--- src/hw/rtl/nlp_pkg.sv ---
package nlp_pkg;

    localparam int SAMPLE_W = 16;
    localparam int WEIGHT_W = 24;
    localparam int CFG_IW   = 2;
    localparam int CFG_DW   = 17;

    // step_size * |error| shifted up by 19
    localparam int NUM_W = 51;
    // quotient magnitude stays below 2^42 because energy is at least epsilon
    localparam int Q_W   = 42;
    localparam int G_W   = Q_W + 1;

    // epsilon 1e-6 in Q.30
    localparam int EPS_Q30 = 1074;

    localparam logic [CFG_IW-1:0] REG_ORDER     = 2'd0;
    localparam logic [CFG_IW-1:0] REG_LOOKAHEAD = 2'd1;
    localparam logic [CFG_IW-1:0] REG_STEP      = 2'd2;
    localparam logic [CFG_IW-1:0] REG_DECAY     = 2'd3;

endpackage

--- src/hw/rtl/nlp_div.sv ---
module nlp_div import nlp_pkg::*; #(
    parameter int DEN_W = 38
) (
    input  logic             aclk,
    input  logic             aresetn,
    input  logic             start,
    input  logic [NUM_W-1:0] num,
    input  logic [DEN_W-1:0] den,
    output logic             done,
    output logic [Q_W-1:0]   quo
);

    localparam int CNT_W = $clog2(NUM_W + 1);

    logic               busy_reg;
    logic               done_reg;
    logic [CNT_W-1:0]   cnt_reg;
    logic [NUM_W-1:0]   num_reg;
    logic [DEN_W-1:0]   den_reg;
    logic [DEN_W-1:0]   rem_reg;
    logic [NUM_W-1:0]   quo_reg;

    logic [DEN_W:0]     shifted;
    logic               ge;
    logic [DEN_W-1:0]   rem_next;

    // one restoring step per cycle, msb first
    always_comb begin
        shifted  = {rem_reg, num_reg[NUM_W-1]};
        ge       = shifted >= {1'b0, den_reg};
        rem_next = ge ? DEN_W'(shifted - {1'b0, den_reg}) : DEN_W'(shifted);
    end

    always_ff @(posedge aclk) begin
        if (!aresetn) begin
            busy_reg <= 1'b0;
            done_reg <= 1'b0;
            cnt_reg  <= '0;
        end else begin
            done_reg <= 1'b0;
            if (start) begin
                busy_reg <= 1'b1;
                cnt_reg  <= '0;
            end else if (busy_reg) begin
                cnt_reg <= cnt_reg + CNT_W'(1);
                if (cnt_reg == CNT_W'(NUM_W - 1)) begin
                    busy_reg <= 1'b0;
                    done_reg <= 1'b1;
                end
            end
        end
    end

    always_ff @(posedge aclk) begin
        if (start) begin
            num_reg <= num;
            den_reg <= den;
            rem_reg <= '0;
            quo_reg <= '0;
        end else if (busy_reg) begin
            num_reg <= {num_reg[NUM_W-2:0], 1'b0};
            rem_reg <= rem_next;
            quo_reg <= {quo_reg[NUM_W-2:0], ge};
        end
    end

    assign done = done_reg;
    assign quo  = quo_reg[Q_W-1:0];

endmodule

--- config.mk ---
export PLATFORM = sky130hd
export DESIGN_NAME = nlp_div
export DESIGN_NICKNAME = d
export VERILOG_FILES = /design/src/hw/rtl/nlp_pkg.sv /design/src/hw/rtl/nlp_div.sv
export SDC_FILE = /design/constraint.sdc
export NUM_CORES = 1
export LEC_CHECK = 0
export BUFFER_PORTS_ARGS = -buffer_cell sky130_fd_sc_hd__buf_2
export CAP_MARGIN = 20
export CORE_UTILIZATION = 55
export DETAILED_ROUTE_END_ITERATION = 10
export GPL_TIMING_DRIVEN = 0
export PLACE_DENSITY = 0.81
export SLEW_MARGIN = 10
export SYNTH_ARGS = -nofsm -noshare
export SYNTH_HDL_FRONTEND = slang
export SYNTH_SLANG_ARGS = --single-unit
--- constraint.sdc ---
create_clock -name aclk -period 7.6 [get_ports aclk]
set_clock_uncertainty 0.2 [all_clocks]
set_input_delay 0.76 -clock aclk [delete_from_list [all_inputs] [get_ports aclk]]
set_output_delay 0.76 -clock aclk [all_outputs]
set_load 0.01 [all_outputs]
==> results.rst, run 1 <==
.. list-table::
   :header-rows: 1

   * - Metric
     - Value
   * - EDFF count, synth
     - 89
   * - Hold bufs inserted after CTS
     - 0
   * - FF+latch count, synth
     - 177
   * - Layout area overhead
     - 17.6%
   * - Floorplan row count
     - between 40 and 50
   * - Placeable core region
     - 15,900 um2
   * - Share of total power in the clock network
     - 38.7%
   * - Tightest hold margin
     - roughly 0.29 ns
   * - Vias after detailed routing
     - 7,021
   * - Total detailed-routing wirelength
     - 20.6 mm
   * - Leftover overflow at the end of global routing
     - 0
   * - Initial antenna violation count
     - 1
   * - Clk root buf
     - sky130_fd_sc_hd__clkbuf_16
   * - Width of the die
     - 130 um
   * - CTS clk-pin slew, worst paths
     - 0.08 ns
   * - Wire length of the first global-routing pass
     - 32.5 mm
   * - Wire length per cell
     - ~17 um
   * - DRT antenna net count
     - 0
   * - Detailed-placement wirelength estimate
     - 14.7 mm
   * - Fraction of post-synthesis cell area in the top cell type by area
     - 29.6%
   * - Post-synthesis area per instance
     - around 11 um2
   * - Number of cells on the worst hold path
     - 1
   * - Worst endpoint required time
     - 7.71 ns
   * - Proportion of layout cells with a drive suffix above 1
     - 23.0%
   * - Number of buffers on the longest clock path
     - 2
   * - CTS Buf Count
     - 17
   * - Combinational cell fraction of total power
     - 15.1%
   * - Total placed cells including tap cells
     - 1,199
   * - Placer Congestion
     - just over 0.9
   * - Maximum number of pins on one net before global-route repair
     - 40
   * - Critical setup path kind
     - register to register
   * - CTS H-Tree Depth
     - 4
   * - Buffers on Ports
     - 134
   * - Standard cell with the maximum stage delay on the critical path
     - sky130_fd_sc_hd__o41ai_2
   * - Switching power share of the total
     - 28.7%
   * - Library cell occupying the most area in the post-synthesis netlist
     - sky130_fd_sc_hd__edfxtp_1
   * - Kind of end point of the critical path
     - register
   * - Setup repair bufs after CTS
     - 0
   * - Crit-path max cell delay
     - about 0.55 ns
   * - Insertion delay of the later-clocked pin in the worst-skew pair
     - 0.44 ns
   * - CP arrival
     - 4.07 ns
   * - Yosys warnings
     - 0
   * - Internal
     - 1.69 mW
   * - Relative contribution of sequential cells to total power
     - 46.1%
   * - Primary FF master, synth
     - sky130_fd_sc_hd__edfxtp_1
   * - Number of cells in the finished layout apart from fillers
     - 1,231
   * - Post-synth top cells
     - sky130_fd_sc_hd__nor2_1, sky130_fd_sc_hd__edfxtp_1, sky130_fd_sc_hd__dfxtp_1
   * - Min Clock Period, post-route
     - 3.96 ns
   * - Vias per cell
     - 5.70
   * - Dpl ws
     - approximately 3.7 ns
   * - Final critical-path setup slack
     - 3.64 ns
   * - Final number of setup-violating endpoints
     - 0
   * - Dominant cell type by count on the critical path
     - sky130_fd_sc_hd__inv_1
   * - Fraction of the yosys area taken by sequential cells
     - ~49%
   * - Hold Violations, Final
     - 0
   * - Critical path startpoint category
     - register
   * - Timing-limited maximum frequency
     - 252 MHz
   * - Max-slew violation total from the final report
     - 0
   * - Min-Delay Path Class
     - input port to register
   * - Number of buffer and inverter stages on the critical path
     - 2
   * - Share of async-settable or async-resettable flops after synthesis
     - 0%
   * - Setup repair after global routing missed its margin
     - no
   * - Count of fill cells added during filler insertion
     - roughly 1,300
   * - Final-stage net count
     - 1,135
   * - Total of cells resized after clock tree synthesis
     - 0
   * - Overall fraction of global-route tracks in use
     - 24.8%
   * - Stages on the worst setup path
     - 13
   * - Die Area
     - 17,000 um2
   * - Pwr Total
     - between 2 and 2.5 mW
   * - Total net switching power
     - 0.681 mW
   * - Number of top-level pins
     - 135
   * - Syn Inst Count
     - 848
   * - Number of remaining DRC errors
     - 0
   * - Peak VDD IR
     - 168 uV
   * - Leading cell types by total area after synthesis
     - sky130_fd_sc_hd__edfxtp_1, sky130_fd_sc_hd__dfxtp_1, sky130_fd_sc_hd__mux2i_1
   * - TNS Setup
     - 0 ns
   * - Sequence of cells on the critical path
     - inv_1 > ha_1 > inv_1 > fa_1 > a21o_1 > a22o_1 > o41ai_2 > o31ai_1 > nor4_1 > nor2_1 > o211a_1 > a211oi_1 > o21ai_0
   * - DRT iter0 DRCs
     - 592
   * - Worst path top cell family by delay
     - compound AO/OA/AOI/OAI gates
   * - Tightest Pin Transition
     - 0.923 ns
   * - Pwr per Cell Area
     - 223 nW/um2
   * - Sink count of the clock tree
     - 177
   * - Leakage component of the power
     - 4.57 nW
   * - Number of inserted diodes
     - 0
   * - Worst R2R Path Depth
     - 13
   * - Result of the run
     - finished, final reports clean
   * - Count of unique library cells instantiated by Yosys
     - 62
   * - Synthesized netlist net count
     - 981
   * - Largest register FFs
     - 51
   * - Fraction of the cycle the final worst path needs
     - between 50% and 60%
   * - TritonCTS clock tree
     - done
   * - Y dimension of the die
     - 130 um
   * - Via count of the first global-routing pass
     - 6,713
   * - Relative max-transition margin
     - 38.4%
   * - Number of violations of the max-capacitance limit
     - 0
   * - Effective utilization at floorplan
     - between 50 and 60%
   * - CP max FO
     - 5
   * - Combined area of all synthesized cells
     - 9040 um2
   * - DRT Pass-1 Iters
     - 5
   * - Most frequent cell after synthesis
     - sky130_fd_sc_hd__nor2_1
## final cells by class
type	instances	area, um2	share of cell area (%)
clock inverter	14	183	1.72
tap	216	270	2.54
inverter	48	180	1.69
buffer	40	183	1.72
multi-input combinational	583	4250	39.9
timing repair buffer	135	691	6.49
sequential	177	4430	41.7
clock buffer	18	450	4.23
## placed cells by master, fill, tap and decap left out, types with 6 or more instances in the layout
cell type and instances:
sky130_fd_sc_hd__nand3_1 15, sky130_fd_sc_hd__a211oi_1 31, sky130_fd_sc_hd__a21oi_1 37, sky130_fd_sc_hd__nand4_1 12, sky130_fd_sc_hd__ha_1 40, sky130_fd_sc_hd__edfxtp_1 89, sky130_fd_sc_hd__clkbuf_16 18, sky130_fd_sc_hd__inv_1 47
sky130_fd_sc_hd__buf_2 136, sky130_fd_sc_hd__nand2_1 47, sky130_fd_sc_hd__dfxtp_1 88, sky130_fd_sc_hd__and2_1 6, sky130_fd_sc_hd__a21o_1 23, sky130_fd_sc_hd__clkbuf_1 29, sky130_fd_sc_hd__xor2_1 18, sky130_fd_sc_hd__mux2_2 50
sky130_fd_sc_hd__and3_1 6, sky130_fd_sc_hd__o21ai_0 33, sky130_fd_sc_hd__xnor2_1 15, sky130_fd_sc_hd__mux2i_1 63, sky130_fd_sc_hd__nor2_1 92, sky130_fd_sc_hd__nand2b_1 12
## worst register-to-register path, stage by stage, from the launching register on
cell	delay, ns
sky130_fd_sc_hd__edfxtp_1	0.39
sky130_fd_sc_hd__inv_1	0.07
sky130_fd_sc_hd__ha_1	0.15
sky130_fd_sc_hd__inv_1	0.05
sky130_fd_sc_hd__fa_1	0.40
sky130_fd_sc_hd__a21o_1	0.22
sky130_fd_sc_hd__a22o_1	0.23
sky130_fd_sc_hd__o41ai_2	0.55
sky130_fd_sc_hd__o31ai_1	0.21
sky130_fd_sc_hd__nor4_1	0.47
sky130_fd_sc_hd__nor2_1	0.21
sky130_fd_sc_hd__o211a_1	0.26
sky130_fd_sc_hd__a211oi_1	0.28
sky130_fd_sc_hd__o21ai_0	0.14
## per-layer routing
layer	track usage (%)	wire, um	vias to the layer above	share of wire [%]
li1	-	-	3405	-
met1	31.4	8970	3333	44
met2	40.1	9570	248	46
met3	8.28	1670	35	8.1
met4	7.66	363	0	1.8
met5	0	0	-	0
## cells by family after synthesis
kind of cell | share of synthesized area, %
compound gates | 13.7
xor+xnor | 3.20
fa+ha+maj | 5.76
buf+inv | 4.01
flops | 49.0
mux | 13.2
simple gates | 11.1
## worst paths after layout
check / end / from / slack [ns]
hold / removal: den_reg[14] / den[14] / 0.29
setup reg to reg: rem_reg[36] / num_reg[50] / 3.64
hold reg to reg: rem_reg[7] / rem_reg[7] / 0.30
setup / recovery: rem_reg[36] / num_reg[50] / 3.64
## power groups by stage
| stage | logic [mW] | clock network [mW] | registers (mW) |
|---|---|---|---|
| floorplan | 0.260 | 0 | 1.11 |
| global placement | 0.344 | 0 | 1.11 |
| detailed placement | 0.354 | 0 | 1.12 |
| CTS | 0.356 | 0.930 | 1.09 |
| global route | 0.395 | 0.973 | 1.10 |
| finish | 0.359 | 0.919 | 1.09 |
## metrics by stage
| step | util [%] | area, um2 |
|---|---|---|
| floorplan | - | 9040 |
| global route | 66.7 | 10600 |
| global placement | 62.6 | 9980 |
| detailed placement | 62.8 | 10000 |
| CTS | 66.7 | 10600 |
| finish | 66.7 | 10600 |
(Power assumes the default switching activity.)
==> inputs of run 2 (changes only) <==
CORE_UTILIZATION = 52   (was 55)
clock period = 3.61 ns   (was 7.6 ns; I/O delays follow)
==> results.rst, run 2 (synthesized netlist as in run 1, its figures left out) <==
.. list-table::
   :header-rows: 1

   * - Metric
     - Value
   * - Initial antenna violation count
     - 2 (+1)
   * - Sink count of the clock tree
     - 177 (unchanged)
   * - CTS H-Tree Depth
     - 4 (unchanged)
   * - Worst R2R Path Depth
     - 13 (unchanged)
   * - Setup repair after global routing missed its margin
     - yes
   * - Hold Crit Start
     - num[33]
   * - Leakage component of the power
     - 4.78 nW (+4.7%)
   * - Final number of setup-violating endpoints
     - 0 (unchanged)
   * - Number of remaining DRC errors
     - 0 (unchanged)
   * - Number of buffers on the longest clock path
     - 2 (unchanged)
   * - Floorplan row count
     - 47 (+2.2%)
   * - Kind of end point of the critical path
     - register
   * - Wire length of the first global-routing pass
     - 35.2 mm (+8.2%)
   * - Peak VDD IR
     - 367 uV (+120%)
   * - Total detailed-routing wirelength
     - 21.9 mm (+6.3%)
   * - Final critical-path setup slack
     - 0.0921 ns (-3.54 ns)
   * - TNS Setup
     - 0 ns (unchanged)
   * - CTS Buf Count
     - 17 (unchanged)
   * - DRT iter0 DRCs
     - 530 (-10%)
   * - Switching power share of the total
     - 27.9% (-0.82 points)
   * - Dpl ws
     - -0.207 ns (-3.92 ns)
   * - Buffers on Ports
     - 134 (unchanged)
   * - Result of the run
     - finished, final reports clean
   * - CP arrival
     - 3.67 ns (-0.40 ns)
   * - CP max FO
     - 10 (+5)
   * - Timing-limited maximum frequency
     - 284 MHz (+13%)
   * - End-of-flow core utilization
     - 66.7% (about the same)
   * - Width of the die
     - 134 um (+2.8%)
   * - TritonCTS clock tree
     - done
   * - Hold Violations, Final
     - 0 (unchanged)
   * - Min-Delay Path Class
     - input port to register
   * - Placeable core region
     - 16,800 um2 (+5.1%)
   * - Number of cells on the worst hold path
     - 2 (+1)
   * - Number of inserted diodes
     - 0 (unchanged)
   * - Fraction of the cycle the final worst path needs
     - 97.4% (+45 points)
   * - Critical path startpoint category
     - register
   * - Effective utilization at floorplan
     - 54.0% (-2.8 points)
   * - Wire length per cell
     - 17.1 um (+2.4%)
   * - Share of total power in the clock network
     - 39.0% (+0.3 points)
   * - Relative max-transition margin
     - 39.0% (+0.58 points)
   * - Highest-count cells in the layout ignoring fill and taps
     - sky130_fd_sc_hd__buf_2, sky130_fd_sc_hd__nor2_1, sky130_fd_sc_hd__edfxtp_1, sky130_fd_sc_hd__dfxtp_1, sky130_fd_sc_hd__mux2i_1
   * - Startpoint of the most critical register-to-register path
     - den_reg[2]
   * - Detailed-placement wirelength estimate
     - 15.2 mm (+3.4%)
   * - Number of violations of the max-capacitance limit
     - 0 (unchanged)
   * - Critical setup path kind
     - register to register
   * - Y dimension of the die
     - 134 um (+2.8%)
   * - Total net switching power
     - 1.43 mW (+110%)
   * - Number of top-level pins
     - 135 (unchanged)
   * - Final-stage net count
     - 1,178 (+3.8%)
   * - Flop-to-flop setup slack
     - 0.09 ns (-3.54 ns)
   * - CTS clk-pin slew, worst paths
     - 0.08 ns (about the same)
   * - Most common cell after layout, fill and taps aside
     - sky130_fd_sc_hd__buf_2
   * - Clk root buf
     - sky130_fd_sc_hd__clkbuf_16
   * - Max-slew violation total from the final report
     - 0 (unchanged)
   * - DRT antenna net count
     - 0 (unchanged)
   * - Vias after detailed routing
     - 7,272 (+3.6%)
   * - Placer Congestion
     - 0.938 (+1.4%)
   * - Combinational cell fraction of total power
     - 16.1% (+1.0 points)
   * - Largest register FFs
     - 51 (unchanged)
   * - Tightest Pin Transition
     - 0.915 ns (-0.00868 ns)
   * - Vias per cell
     - 5.69 (-0.23%)
   * - First element of the critical path
     - den_reg[2]
   * - Via count of the first global-routing pass
     - 7,132 (+6.2%)
   * - Worst endpoint required time
     - 3.76 ns (-3.95 ns)
   * - Layout area overhead
     - 23.6%
   * - Min Clock Period, post-route
     - 3.52 ns (-0.446 ns)
   * - Die Area
     - 17,900 um2 (+5.7%)
   * - DRT Pass-1 Iters
     - 6 (+1)
   * - Relative contribution of sequential cells to total power
     - 45.0% (-1.1 points)
   * - Maximum number of pins on one net before global-route repair
     - 40 (unchanged)
   * - Leftover overflow at the end of global routing
     - 0 (unchanged)
   * - Pwr per Cell Area
     - 459 nW/um2 (+110%)
   * - Insertion delay of the later-clocked pin in the worst-skew pair
     - 0.44 ns (about the same)
   * - Internal
     - 3.70 mW (+120%)
   * - Overall fraction of global-route tracks in use
     - 25.0% (+0.14 points)
   * - Proportion of layout cells with a drive suffix above 1
     - 23.5% (+0.58 points)
==> run 2: changes by cell type in the layout (fill, tap and decap cells not counted), sizes merged <==
cell	before	now
dlygate4sd3	0	39
clkinvlp	0	1
bufinv	0	1
inv	56	53
clkbuf	47	48
buf	146	150
==> run 2: power by group through the flow <==
stage	Sequential, mW	Clock (mW)	Combinational (mW)
floorplan	2.33	0	0.547
global placement	2.35	0	0.725
detailed placement	2.35	0	0.750
CTS	2.31	2.01	0.794
global route	2.32	2.10	0.905
finish	2.31	2.00	0.825
==> run 2: repair_timing <==
item / in CTS / in global routing
hold buffers: 39 / 0
pin swaps: 1 / 9
setup buffers: 0 / 4
setup endpoints to repair: 10 / 37
gates cloned: 0 / 0
endpoints found under the hold margin: 39 / 0
gates resized for setup: 4 / 16
==> run 2: per-stage QoR <==
stage               hold WS (ns)  area [um2]  total power, mW  instances
finish                    0.0169       11200             5.13       1278
global route             0.00584       11200             5.32       1278
CTS                      0.00516       11100             5.11       1274
detailed placement         0.287       10000             3.10       1203
global placement           0.273        9990             3.07       1202
floorplan                  0.250        9040             2.88        848
==> run 2: final timing paths <==
| kind | to |
|---|---|
| worst max register to register | rem_reg[19] |
| worst min-delay path | num_reg[33] |
| worst min register to register | cnt_reg[5] |
| worst max-delay path | rem_reg[19] |
==> run 2: cell type report <==
type | count | area [um2]
Fill cell | 1293 | 5580
Sequential cell | 177 | 4430
Multi-Input combinational cell | 583 | 4330
Timing Repair Buffer | 178 | 1110
Clock buffer | 19 | 475
Tap cell | 220 | 275
Buffer | 40 | 188
Clock inverter | 13 | 181
Inverter | 48 | 180
==> run 2: metal layers <==
layer | track usage (%) | vias up | wire (um)
li1 | - | 3494 | -
met4 | 8.08 | 2 | 377
met3 | 7.11 | 38 | 1710
met5 | 0 | - | 13
met2 | 41.3 | 263 | 10500
met1 | 31.4 | 3475 | 9260
==> run 2: worst max-delay path: stages (launching register included) <==
cell and delay [ns]:
sky130_fd_sc_hd__edfxtp_1 0.33, sky130_fd_sc_hd__inv_1 0.04, sky130_fd_sc_hd__ha_1 0.36, sky130_fd_sc_hd__a21oi_2 0.18
sky130_fd_sc_hd__a211oi_1 0.11, sky130_fd_sc_hd__a211o_1 0.33, sky130_fd_sc_hd__o2111ai_2 0.29, sky130_fd_sc_hd__a31oi_4 0.15
sky130_fd_sc_hd__a221o_1 0.37, sky130_fd_sc_hd__a211o_1 0.33, sky130_fd_sc_hd__buf_6 0.15, sky130_fd_sc_hd__buf_6 0.15
sky130_fd_sc_hd__a31o_1 0.26, sky130_fd_sc_hd__a211oi_2 0.18
